File: src/hdl/pso_particle_update_macros.svh
// Assertion macros for the particle update block.
// Included by files that carry concurrent checks; no other dependencies.
`ifndef PSO_PARTICLE_UPDATE_MACROS_SVH
`define PSO_PARTICLE_UPDATE_MACROS_SVH

`ifndef SYNTH
`define PSO_ASSERT_NEXT(lbl, clk, rst, ante, cons) \
   lbl: assert property (@(posedge clk) disable iff (rst) (ante) |=> (cons)) \
      else $error("assertion failed");
`define PSO_ASSERT_SAME(lbl, clk, rst, ante, cons) \
   lbl: assert property (@(posedge clk) disable iff (rst) (ante) |-> (cons)) \
      else $error("assertion failed");
`else
`define PSO_ASSERT_NEXT(lbl, clk, rst, ante, cons)
`define PSO_ASSERT_SAME(lbl, clk, rst, ante, cons)
`endif

`endif

File: src/hdl/pso_ram.sv
// Generic single-write, single-read RAM with registered read data.
// No dependencies.
module pso_ram #(
   parameter int WIDTH = 32,
   parameter int DEPTH = 16
) (
   input  logic                                   clock,
   input  logic                                   wr_en,
   input  logic [(DEPTH > 1 ? $clog2(DEPTH) : 1)-1:0] wr_addr,
   input  logic [WIDTH-1:0]                       wr_data,
   input  logic [(DEPTH > 1 ? $clog2(DEPTH) : 1)-1:0] rd_addr,
   output logic [WIDTH-1:0]                       rd_data
);
   logic [WIDTH-1:0] mem_ff [DEPTH];
   logic [WIDTH-1:0] rd_data_ff;

   always_ff @(posedge clock) begin
      if (wr_en) begin
         mem_ff[wr_addr] <= wr_data;
      end
      rd_data_ff <= mem_ff[rd_addr];
   end

   assign rd_data = rd_data_ff;
endmodule

File: config.mk
export PLATFORM = sky130hd
export DESIGN_NAME = pso_ram
export DESIGN_NICKNAME = d
export VERILOG_FILES = /design/src/hdl/pso_particle_update_macros.svh /design/src/hdl/pso_ram.sv
export SDC_FILE = /design/constraint.sdc
export NUM_CORES = 1
export LEC_CHECK = 0
export ABC_CLOCK_PERIOD_IN_PS = 5800
export BUFFER_PORTS_ARGS = -buffer_cell sky130_fd_sc_hd__buf_2
export CAP_MARGIN = 20
export CORE_MARGIN = 3
export CORE_UTILIZATION = 40
export DETAILED_ROUTE_END_ITERATION = 10
export SLEW_MARGIN = 15
export SYNTH_ARGS = -nofsm -noshare
export SYNTH_HDL_FRONTEND = slang
export SYNTH_SLANG_ARGS = --single-unit
File: constraint.sdc
create_clock -name clock -period 5.8 [get_ports clock]
set_clock_uncertainty 0.15 [all_clocks]
set_input_delay 1.16 -clock clock [delete_from_list [all_inputs] [get_ports clock]]
set_output_delay 1.16 -clock clock [all_outputs]
set_load 0.005 [all_outputs]
Yosys cells after proc, flatten, opt, wreduce, memory -nomap -nowiden

Memory sizes are Yosys's and may differ from the RTL's. A register that Yosys moved wholly into a read port is not among the register bits.
Index checks and enable logic that the tools add are counted.

Memories kept: 1
Logic and storage cells: 3
RAM bits: 512
ROM bits: 0
Output and inout bits: 32
Input port bits: 42
Bits in latches: 0
Bits in registers: 0

Memories:

| memory | words | width | rd ports | clocked after Yosys merged registers in | wr ports | RTL line      | source |
|---|---|---|---|---|---|---|---|
| mem_ff | 16    | 32    | 1        | 1                                       | 1        | pso_ram.sv:14 | `logic [WIDTH-1:0] mem_ff [DEPTH];` |

$mul: 0
$add $sub $neg: 0
Reduce and logical (&&, ||, !) cells: 0
Order comparisons: 0
Div/mod/pow operators: 0
Shift operators: 0
Bitwise logic cells: 0
Muxes and demuxes: 2
Eq/ne operators: 0

Operator list:

| cell    | count |
|---|---|
| $mux W1 | 2 |

Longest topological paths before layout

Word-level depth: 2
Gate-level depth with buffers: 5
Mapped depth without buffers: 3

Least setup slack after synthesis

OpenSTA, ideal clock, no wires.

Kind: input port to flip-flop
Start: input port wr_addr[2] in the netlist's numbering
End: memory mem_ff[0][0] (enable)
Stages on the path: 2
Path slack: 1.310 ns
Data required time: 5.189 ns
Arrival: 3.878 ns
Setup time: 0.461 ns
Path through: or3b_2 > nor3_1

RTL lines:

| what        | RTL line      | source |
|---|---|---|
| from (decl) | pso_ram.sv:9  | `input logic [(DEPTH > 1 ? $clog2(DEPTH) : 1)-1:0] wr_addr,` |
| to (decl)   | pso_ram.sv:14 |  |

Straight into the memory's write port.

==> impl_metrics.tcl <==
set metrics [dict create \
    outcome "completed" \
    finalPower_mw 8.38 \
    place_ws_ns 2.25 \
    drtAntennaViolNets 0 \
    ys_seq_elements 544 \
    p_leak_nw 7.36 \
    reg2reg_from "mem_ff[11][4]" \
    slew_viol_final 0 \
    numCtsBuffers 55 \
    crit_type "input pin to register" \
    rsz0062_at_grt "false" \
    drtIter0Drc 884 \
    fp.dieArea_sq_mm 0.0523 \
    fill_cells 3973 \
    cp_max_fo 65 \
    start_kind "input pin" \
    cts_tree "built" \
    ys_seq_area_share_pct 80.7 \
    clkLatencyLatePin_ns 0.59 \
    netlist_instances 838 \
    syn_avg_cell_area_sq_um 23.7 \
    synth_fa_ha_area_share_pct 0 \
    utilization_pct 47.0 \
    grt_pass1_wl_mm 63.1 \
    grt.total_usage_pct 16.5 \
    wl_per_cell_um 25.6 \
    worstPathArrival_ns 3.20 \
    syn_to_final_growth_pct 16.0 \
    mappedNetlistNets 880 \
    clockBufferDepth 3 \
    grt_max_degree 66 \
    finalWorstSetupSlack_ns 2.91 \
    nNetsFinal 994 \
    dpl.hpwl_mm 21.1 \
    path_delay_family "buffers and inverters" \
    clock.fmax_mhz 346 \
    h-tree-depth 2 \
    antenna_found_initial 3 \
    register_area_sq_mm 0.0160 \
    syn-cell-area_sq_mm 0.0199 \
    wirelength_mm 42.5 \
    hold_viol_final 0 \
    holdPathStages 3 \
    dieWidth_um 229 \
    grt_pass1_vias 9393 \
    initial_core_util_pct 40.6 \
    p_per_area_mw_per_mm2 364 \
    reg2reg_depth 3 \
    cpPeakStageDelay_ns 0.60 \
    hold_class "register to register" \
    multi_input_area_sq_mm 0.00375 \
    rows 81 \
    relSlewSlack_pct 42.9 \
    synth-xor-area-share_pct 0 \
    core_area_sq_mm 0.0490 \
    synth_top_family_by_area "multiplexers" \
    hold_slack_ns 0.518 \
    die_h_um 229 \
    hold_end "rd_data[5]" \
    io_pins 74 \
    tns_ns 0 \
    hold_path.startpoint "mem_ff[6][5]" \
    grt_overflow 0 \
    synth_cell_type_count 18 \
    cp_cell_sequence "clkbuf_8 > buf_4 > mux4_2 > a22oi_1 > nand2_1" \
    synthMuxAreaShare_pct 14.5 \
    drive_above_1_share_pct 32.8 \
    worst_slew_pin_slew_ns 0.855 \
    fin_crit_sh_pct 49.8 \
    maxCapViolCount 0 \
    cp-end-kind "register" \
    via_count 8888 \
    post_cts_buffers 0 \
    r2r_slack_ns 4.28 \
    gp_congestion 0.696 \
    synth_compound_area_share_pct 2.42 \
    clk_pin_slew_worst_paths_ns 0.06 \
    timing.final.crit_period_ns 2.89 \
    crit_slowest_cell "clkbuf_8" \
    setup-violations-final 0 \
    drt_first_pass_iters 5 \
    reg2reg_to "rd_data[4]" \
    yosys_warnings 0 \
    clock-sinks 544 \
    drc_errors 0 \
    final_common_cell "edfxtp_1" \
    synth-simple-area-share_pct 1.27 \
    peakVddDrop_uv 223 \
    avgViaCountPerCell 5.34 \
    path_buf_inv 2 \
    cts-root-buf "clkbuf_16" \
    crit_required_ns 6.11 \
    io_buffers 73 \
    layout_common_cells "512 x edfxtp_1, 128 x mux4_2, 71 x buf_2" \
    postCtsResizedCells 0 \
    cts_hold_buffers 0 \
]
area by class of cell:
type | instances | area share, %
Antenna cell | 2 | 0.0217
Clock buffer | 72 | 6.61
Clock inverter | 31 | 1.42
Multi-Input combinational cell | 251 | 16.3
Sequential cell | 544 | 69.5
Tap cell | 664 | 3.61
Timing Repair Buffer | 100 | 2.52
per-layer routing:
layer	share of wire, %	GRT usage [%]
met1	44	23.5
met4	1.5	3.75
met3	7.0	3.86
met2	48	26.2
met5	0.049	0
worst max-delay path by stage:
stage	startpoint	end	slack [ns]	cells past startpoint
2_1_floorplan	wr_addr[2]	mem_ff[0][0]	1.31	2
3_3_place_gp	rd_addr[0]	rd_data[23]	2.27	5
3_5_place_dp	rd_addr[0]	rd_data[24]	2.25	5
4_1_cts	rd_addr[0]	rd_data[24]	2.89	5
5_1_grt	rd_addr[0]	rd_data[24]	2.74	5
6_report	rd_addr[0]	rd_data[24]	2.91	5
flip-flops by register name (all words and copies together) (netlist names):
name	cells
mem_ff	512
rd_data	32
cell families (layout without fill, tap and decap cells):
group | Yosys count | count (layout)
DFF | 544 | 544
muxes | 128 | 128
AOI/OAI and AO/OA | 64 | 64
and+or+nand+nor | 59 | 59
buffers and inverters | 43 | 203
other | 0 | 2
where the power goes:
group / leakage [nW] / switching (mW) / internal [mW]
Clock: 0.899 / 1.44 / 2.15
Sequential: 4.89 / 0.0257 / 4.39
Combinational: 1.57 / 0.219 / 0.155
worst register-to-register path: stages, from the launching register on:
cell and delay, ns:
edfxtp_1 0.37, mux4_2 0.48, a22oi_1 0.30, nand2_1 0.09
synth_stat cells:
cell type	n	area, sq um
a22oi_1	64	480
and2_1	1	6.26
buf_1	9	33.8
buf_2	4	20.0
buf_4	11	82.6
buf_6	2	22.5
clkbuf_1	17	63.8
dfxtp_1	32	641
edfxtp_1	512	15400
mux4_2	128	2880
nand2_1	33	124
nand2b_1	2	12.5
nand3_1	1	5.00
nand3b_1	2	15.0
nor2_1	13	48.8
nor2b_1	2	12.5
nor3_1	4	20.0
or3b_2	1	8.76
through the flow:
step | instance area, sq um | cells
CTS | 23000 | 1662
floorplan | 19900 | 838
finish | 23000 | 1664
global route | 23000 | 1662
detailed placement | 21200 | 1559
global placement | 21200 | 1559
No activity file was read; power rests on OpenSTA's default activity.
