===== config.mk =====
export PLATFORM = sky130hd
export DESIGN_NAME = pso_mac
export DESIGN_NICKNAME = d
export VERILOG_FILES = /design/src/hdl/pso_particle_update_macros.svh /design/src/hdl/pso_pkg.sv /design/src/hdl/pso_mac.sv
export SDC_FILE = /design/constraint.sdc
export NUM_CORES = 2
export LEC_CHECK = 0
export ABC_AREA = 1
export CORE_MARGIN = 2
export CORE_UTILIZATION = 38
export CTS_BUF_LIST = sky130_fd_sc_hd__clkbuf_8
export CTS_CLUSTER_DIAMETER = 30
export DETAILED_ROUTE_END_ITERATION = 10
export DONT_BUFFER_PORTS = 1
export PLACE_DENSITY_LB_ADDON = 0.08
export SKIP_CTS_REPAIR_TIMING = 1
export SKIP_LAST_GASP = 1
export SYNTH_ARGS = -nofsm -noshare
export SYNTH_HDL_FRONTEND = slang
export SYNTH_SLANG_ARGS = --single-unit

===== constraint.sdc =====
create_clock -name clock -period 8.05 [get_ports clock]
set_input_delay 0 -clock clock [delete_from_list [all_inputs] [get_ports clock]]
set_output_delay 0 -clock clock [all_outputs]
set_load 0.01 [all_outputs]

===== src/hdl/pso_particle_update_macros.svh =====
// Assertion macros for the particle update block.
// Included by files that carry concurrent checks; no other dependencies.
`ifndef PSO_PARTICLE_UPDATE_MACROS_SVH
`define PSO_PARTICLE_UPDATE_MACROS_SVH

`ifndef SYNTH
`define PSO_ASSERT_NEXT(lbl, clk, rst, ante, cons) \
   lbl: assert property (@(posedge clk) disable iff (rst) (ante) |=> (cons)) \
      else $error("assertion failed");
`define PSO_ASSERT_SAME(lbl, clk, rst, ante, cons) \
   lbl: assert property (@(posedge clk) disable iff (rst) (ante) |-> (cons)) \
      else $error("assertion failed");
`else
`define PSO_ASSERT_NEXT(lbl, clk, rst, ante, cons)
`define PSO_ASSERT_SAME(lbl, clk, rst, ante, cons)
`endif

`endif


===== src/hdl/pso_pkg.sv =====
// Shared types and constants of the particle update block.
// No dependencies; imported by pso_mac and pso_particle_update.
package pso_pkg;

   localparam logic [1:0] REQ_LOAD = 2'd0;
   localparam logic [1:0] REQ_COST = 2'd1;
   localparam logic [1:0] REQ_MOVE = 2'd2;

   localparam logic [1:0] CSR_OWN_GAIN    = 2'd0;
   localparam logic [1:0] CSR_GLOBAL_GAIN = 2'd1;
   localparam logic [1:0] CSR_MOMENTUM    = 2'd2;
   localparam logic [1:0] CSR_VMAX_FRAC   = 2'd3;

   localparam logic [15:0] OWN_GAIN_RST    = 16'd8192;
   localparam logic [15:0] GLOBAL_GAIN_RST = 16'd8192;
   localparam logic [15:0] MOMENTUM_RST    = 16'd2867;
   localparam logic [15:0] VMAX_FRAC_RST   = 16'd6554;

   localparam logic signed [31:0] COST_MAX = 32'sh7FFF_FFFF;

   typedef struct packed {
      logic [1:0]         req_type;
      logic [3:0]         dim_index;
      logic signed [31:0] load_position;
      logic signed [31:0] load_velocity;
      logic signed [31:0] bound_low;
      logic signed [31:0] bound_high;
      logic signed [31:0] cost_value;
      logic [15:0]        rand_own;
      logic [15:0]        rand_global;
      logic signed [31:0] swarm_best_coord;
   } req_item_type;

   typedef struct packed {
      logic signed [31:0] new_position;
      logic signed [31:0] new_velocity;
      logic               improved;
      logic signed [31:0] personal_best_cost;
   } rsp_item_type;

   typedef struct packed {
      logic [15:0] own_best_gain;
      logic [15:0] global_best_gain;
      logic [15:0] momentum_gain;
      logic [15:0] vmax_fraction;
   } cfg_type;

   typedef enum logic [2:0] {
      MUL_IDLE,
      MUL_K1,
      MUL_K2,
      MUL_MOM,
      MUL_OWN,
      MUL_SWARM,
      MUL_SPAN
   } mul_op_type;

   typedef enum logic [3:0] {
      ST_IDLE,
      ST_DISPATCH,
      ST_SWEEP,
      ST_SWEEP_TAIL,
      ST_READ,
      ST_K1,
      ST_K2,
      ST_MOM,
      ST_OWN,
      ST_SWARM,
      ST_SPAN,
      ST_CLAMP,
      ST_POS,
      ST_DONE
   } state_type;

endpackage


===== src/hdl/pso_mac.sv =====
// Shared 17x33 signed multiplier with product register, gain registers and
// accumulator for the velocity sum. Depends on pso_pkg.
module pso_mac (
   input  logic                clock,
   input  pso_pkg::mul_op_type op,
   input  pso_pkg::cfg_type    cfg,
   input  logic [15:0]         rand_own,
   input  logic [15:0]         rand_global,
   input  logic signed [31:0]  velocity,
   input  logic signed [32:0]  own_diff,
   input  logic signed [32:0]  swarm_diff,
   input  logic signed [32:0]  span,
   output logic signed [49:0]  product,
   output logic signed [39:0]  acc
);
   import pso_pkg::*;

   logic signed [16:0] mul_a;
   logic signed [32:0] mul_b;
   logic signed [49:0] product_ff, product_in;
   logic [15:0]        k1_ff, k2_ff;
   logic signed [39:0] acc_ff;
   logic signed [39:0] term;

   always_comb begin
      case (op)
         MUL_K1: begin
            mul_a = {1'b0, cfg.own_best_gain};
            mul_b = {17'd0, rand_own};
         end
         MUL_K2: begin
            mul_a = {1'b0, cfg.global_best_gain};
            mul_b = {17'd0, rand_global};
         end
         MUL_MOM: begin
            mul_a = {1'b0, cfg.momentum_gain};
            mul_b = {velocity[31], velocity};
         end
         MUL_OWN: begin
            mul_a = {1'b0, k1_ff};
            mul_b = own_diff;
         end
         MUL_SWARM: begin
            mul_a = {1'b0, k2_ff};
            mul_b = swarm_diff;
         end
         MUL_SPAN: begin
            mul_a = {1'b0, cfg.vmax_fraction};
            mul_b = span;
         end
         default: begin
            mul_a = '0;
            mul_b = '0;
         end
      endcase
   end

   assign product_in = mul_a * mul_b;
   assign term       = {{2{product_ff[49]}}, product_ff[49:12]};

   always_ff @(posedge clock) begin
      if (op != MUL_IDLE) begin
         product_ff <= product_in;
      end
      if (op == MUL_K2) begin
         k1_ff <= product_ff[31:16];
      end
      if (op == MUL_MOM) begin
         k2_ff <= product_ff[31:16];
      end
      if (op == MUL_OWN) begin
         acc_ff <= term;
      end else if (op == MUL_SWARM || op == MUL_SPAN) begin
         acc_ff <= acc_ff + term;
      end
   end

   assign product = product_ff;
   assign acc     = acc_ff;
endmodule


==> Word level (Yosys, flattened, before mapping) <==
Cells that the tools add are included.
W data, S select, Z words.
{ "totals": {"inputBits": 231, "ff_bits": 122, "output_inout_bits": 90} }
{ "op_classes": {"n_eq_ne": 6, "mul": 1, "n_reduce_logical": 3, "n_mux": 4, "add_sub_neg": 1} }
{ "op_table": {"columns": ["operator", "n"], "rows": [
  ["$pmux W33 S6", 1],
  ["$pmux W16 S6", 1],
  ["$mux W40", 2],
  ["$mul A17 B33 Y50", 1],
  ["$add A40 B38 Y40", 1],
  ["$eq A3 B3 Y1 const B", 3],
  ["$eq A3 B2 Y1 const B", 2],
  ["$eq A3 B1 Y1 const B", 1],
  ["$reduce_bool A3 Y1", 1],
  ["$reduce_bool A2 Y1", 1],
  ["$logic_or A1 B1 Y1", 1]
]} }

==> Logic depth before layout (Yosys ltp) <==
{ "depth": {"depth_word": 4, "ltp_mapped": 36, "ltp_nobuf": 34} }

==> Worst setup path before layout <==
No wires, ideal clock.
{ "synth_timing": {"path_type": "input to register", "from": "input op[2]", "to": "register product_ff[49] (netlist: product[49]), data pin", "t_arrival_ns": 5.765, "setup_ns": 0.254, "path_slack_ns": 2.031, "stages": 28, "n_path_buf": 3, "required_ns": 7.796, "path_cell_list": "inv_2 > nand3_1 > inv_2 > buf_6 > clkbuf_1 > nand2_1 > nand4_1 > buf_2 > nand2_1 > fa_1 > fa_1 > fa_1 > inv_1 > fa_1 > fa_1 > inv_1 > fa_1 > inv_1 > ha_1 > nand2_1 > nor2_1 > inv_1 > nor2_1 > nand2_1 > nor3_1 > nand2_1 > nand4_1 > nand2_1"} }
{ "synth_between": {"elab_chain_cells": 3, "elab_cells_between_ends": 9, "classes_between": "mul: 1; eq/ne: 6; mux: 2"} }
{ "synth_lines": {"columns": ["element", "line_no", "source"], "rows": [
  ["start, declared", "pso_mac.sv:5", "input pso_pkg::mul_op_type op,"],
  ["$eq A3 B3 Y1, or another cell as far along", "pso_mac.sv:26", "case (op)"],
  ["$pmux W16 S6 / $pmux W33 S6 (equally long branches)", "pso_mac.sv:26", null],
  ["$mul A17 B33 Y50 *", "pso_mac.sv:58", "assign product_in = mul_a * mul_b;"],
  ["named net product_in[49]", "pso_mac.sv:20", "logic signed [49:0] product_ff, product_in;"],
  ["end signal, assigned", "pso_mac.sv:63", "product_ff <= product_in;"],
  ["end, declared", "pso_mac.sv:20", null]
]} }
Mark *: on every way through the listed nets, which the timed path passes. The rest lies on a longest branch.
A chain may end at the register's enable or synchronous reset.

==> Worst setup path in the final report <==
{ "layout_timing": {"from": "input op[1]", "to": "register product_ff[25] (netlist: product[25]), data pin"} }
The elaborated chain is that of the path after synthesis.

==> results.json <==
{
  "status": "completed",
  "grt_use_total": 0.274,
  "cts_sinks": 122,
  "worst_slack_ps": 320,
  "drt_pass1_iterations": 6,
  "timing.slew.headroom": 0.473,
  "clock_skew_ps": 23.4,
  "syn-num-nets": 4650,
  "cts_max_level": 4,
  "syn_area_per_cell_um2": 7.59,
  "clock_latency_ps": 470,
  "power.leakage_nw": 15.9,
  "clock.fmax_ghz": 0.129,
  "core_region_area_um2": 74300,
  "crit_type": "input pin to flip-flop",
  "dieArea_um2": 77300,
  "cts_root_buf": "clkbuf_8",
  "synth_top_family_by_area": "adder cells",
  "die_h_um": 278,
  "synthToLayoutAreaGrowth_pct": 5.69,
  "rsz0062_at_grt": "no",
  "synth_compound_area_frac": 0.0522,
  "tightestPinTransition_ps": 791,
  "cp.required_ps": 8260,
  "maxCapViolations": 0,
  "crit_arrival_ps": 7940,
  "io_buffers": 0,
  "grt-ovfl-total": 0,
  "yosysWarnings": 0,
  "num_vias": 23884,
  "ys_ff_latch": 122,
  "irDropWorstVdd_mv": 0.424,
  "setup_viol": 0,
  "synthAdderAreaFrac": 0.423,
  "end_kind": "flip-flop",
  "synth-edff-count": 122,
  "crit_fanout": 37,
  "yosysSeqAreaShare": 0.128,
  "cts_tree": "yes",
  "viasPerCell": 5.04,
  "num_io_pins": 321,
  "power_density_nw_per_um2": 466,
  "min_period_ps": 7730,
  "hold_path_class": "input pin to flip-flop",
  "synth_area_um2": 28500,
  "drtAntennaViolNets": 0,
  "finalHoldViolations": 0,
  "synth_cell_types": 40,
  "avgRoutedWirePerCell_um": 21.9,
  "die_w_um": 278,
  "drive_gt1_frac": 0.0475,
  "grt_start_max_net_pins": 51,
  "grt_pass1_wl_um": 158000,
  "grt_pass1_vias": 24668,
  "rows": 100,
  "synth-main-ff-cell": "edfxtp_1",
  "antenna_found_initial": 12,
  "synth-xor-area-share": 0.0141,
  "synthMuxAreaShare": 0,
  "start_util": 0.384,
  "synth_simple_gate_area_share": 0.235,
  "drv_slew": 0,
  "gp_congestion": 0.975,
  "ys_async_sr_fraction": 0,
  "startpoint_type": "input pin",
  "drc": 0,
  "first_iter_violations": 1747,
  "cts_max_path_buffers": 2,
  "cts_made_buffers": 17,
  "period_share": 0.960,
  "cts.reportedPaths.clkPinSlew_ps": 90,
  "ff2ff_path_depth": 22,
  "wl_um": 104000,
  "fin_nets": 4646,
  "fin_tns_setup_ps": 0,
  "whs_path_depth": 2,
  "dp_hpwl_um": 88900,
  "pre_cts_slack_ps": 325,
  "netlist_instances": 3757
}
==> worst max-delay path: stages <==
cell and delay [ps]:
inv_1 90, nor3_4 80, dlygate4sd3_1 690, buf_12 240
a221oi_1 620, nand3_1 690, nand2_1 210, inv_1 70
fa_1 470, inv_1 40, fa_1 390, fa_1 550
inv_1 60, fa_1 480, fa_1 500, inv_1 50
fa_1 570, inv_1 60, ha_1 380, nand2_1 120
nor2_1 240, nand2_1 130, o21ai_0 390, buf_4 230
nand2_1 50, nand2_1 120, xor2_1 410
==> cell families (layout without fill, tap and decap cells) <==
group | after synthesis | in the layout
AO/OA/AOI/OAI | 235 | 235
other | 0 | 8
flip-flops | 122 | 122
XOR/XNOR | 46 | 46
adder cells (fa/ha/maj) | 662 | 662
buffers and inverters | 1055 | 1064
AND/OR/NAND/NOR | 1637 | 1637
==> synthesized netlist by cell type, types with 43 or more instances <==
master / n / area [µm²]
a21oi_1: 93 / 465
fa_1: 504 / 10100
buf_2: 66 / 330
nand3_1: 104 / 521
o21ai_0: 57 / 285
ha_1: 158 / 1980
a22o_1: 43 / 377
inv_1: 930 / 3490
nand4_1: 45 / 282
nor2_1: 285 / 1070
edfxtp_1: 122 / 3660
nand2_1: 1126 / 4230
==> routing by layer <==
layer	routed length (µm)	vias to the layer above	global-route usage	part of all wire
li1	-	11113	-	-
met1	46600	11816	0.382	0.45
met2	48100	845	0.453	0.46
met3	6460	108	0.0331	0.062
met4	2870	2	0.0710	0.028
met5	8	-	0	0.000077
==> worst paths after layout <==
kind	start	to	slack, ps
setup / recovery	op[1]	product[25]	320
hold / removal	op[0]	acc[24]	130
setup reg to reg	k2_ff[3]	product[25]	590
hold reg to reg	product[36]	acc[24]	730
==> cell type report <==
cell class	count	area (µm²)
inverters	951	3570
diodes	8	20.0
clock inverters	15	116
fillers	8013	44200
well taps	969	1210
multi-input cells	2580	20700
repair buffers	81	651
flip-flops and latches	122	3660
clock buffers	17	234
==> through the flow <==
step                instances  hold WS [ps]  utilization  total power [mW]  cell area [µm²]
floorplan                3757           350            -              9.57            28500
global route             4743           139        0.406              15.6            30100
detailed placement       4701           258        0.400              13.4            29800
global placement         4701           257        0.400              13.5            29800
finish                   4743           129        0.406              14.0            30100
CTS                      4733          -232        0.405              14.0            30100
==> cell usage in the layout, fill, tap and decap left out, drive strengths merged <==
cell,count
a22oi,14
a21boi,1
inv,958
and2,1
a22o,43
clkbuf,17
xnor2,24
a31oi,2
dlygate4sd3,2
nor2,286
edfxtp,122
a21oi,93
fa,504
o21bai,10
nand3,109
a21o,4
or2,5
a221oi,10
clkinv,5
buf,79
diode,8
clkinvlp,3
nor3,24
o21ai,57
o21a,1
and3,3
nand3b,17
nand2,1142
ha,158
nand4,50
xor2,22
==> registers in the layout (all words and copies together), names as in the netlist <==
| signal | count |
|---|---|
| k2_ff | 16 |
| product | 50 |
| k1_ff | 16 |
| acc | 40 |
==> power breakdown <==
part / switching, mW / internal [mW] / total (mW)
clock network: 0.310 / 0.219 / 0.529
registers: 0.517 / 1.42 / 1.94
logic: 7.74 / 3.83 / 11.6
Power figures use the tool's default switching activity.
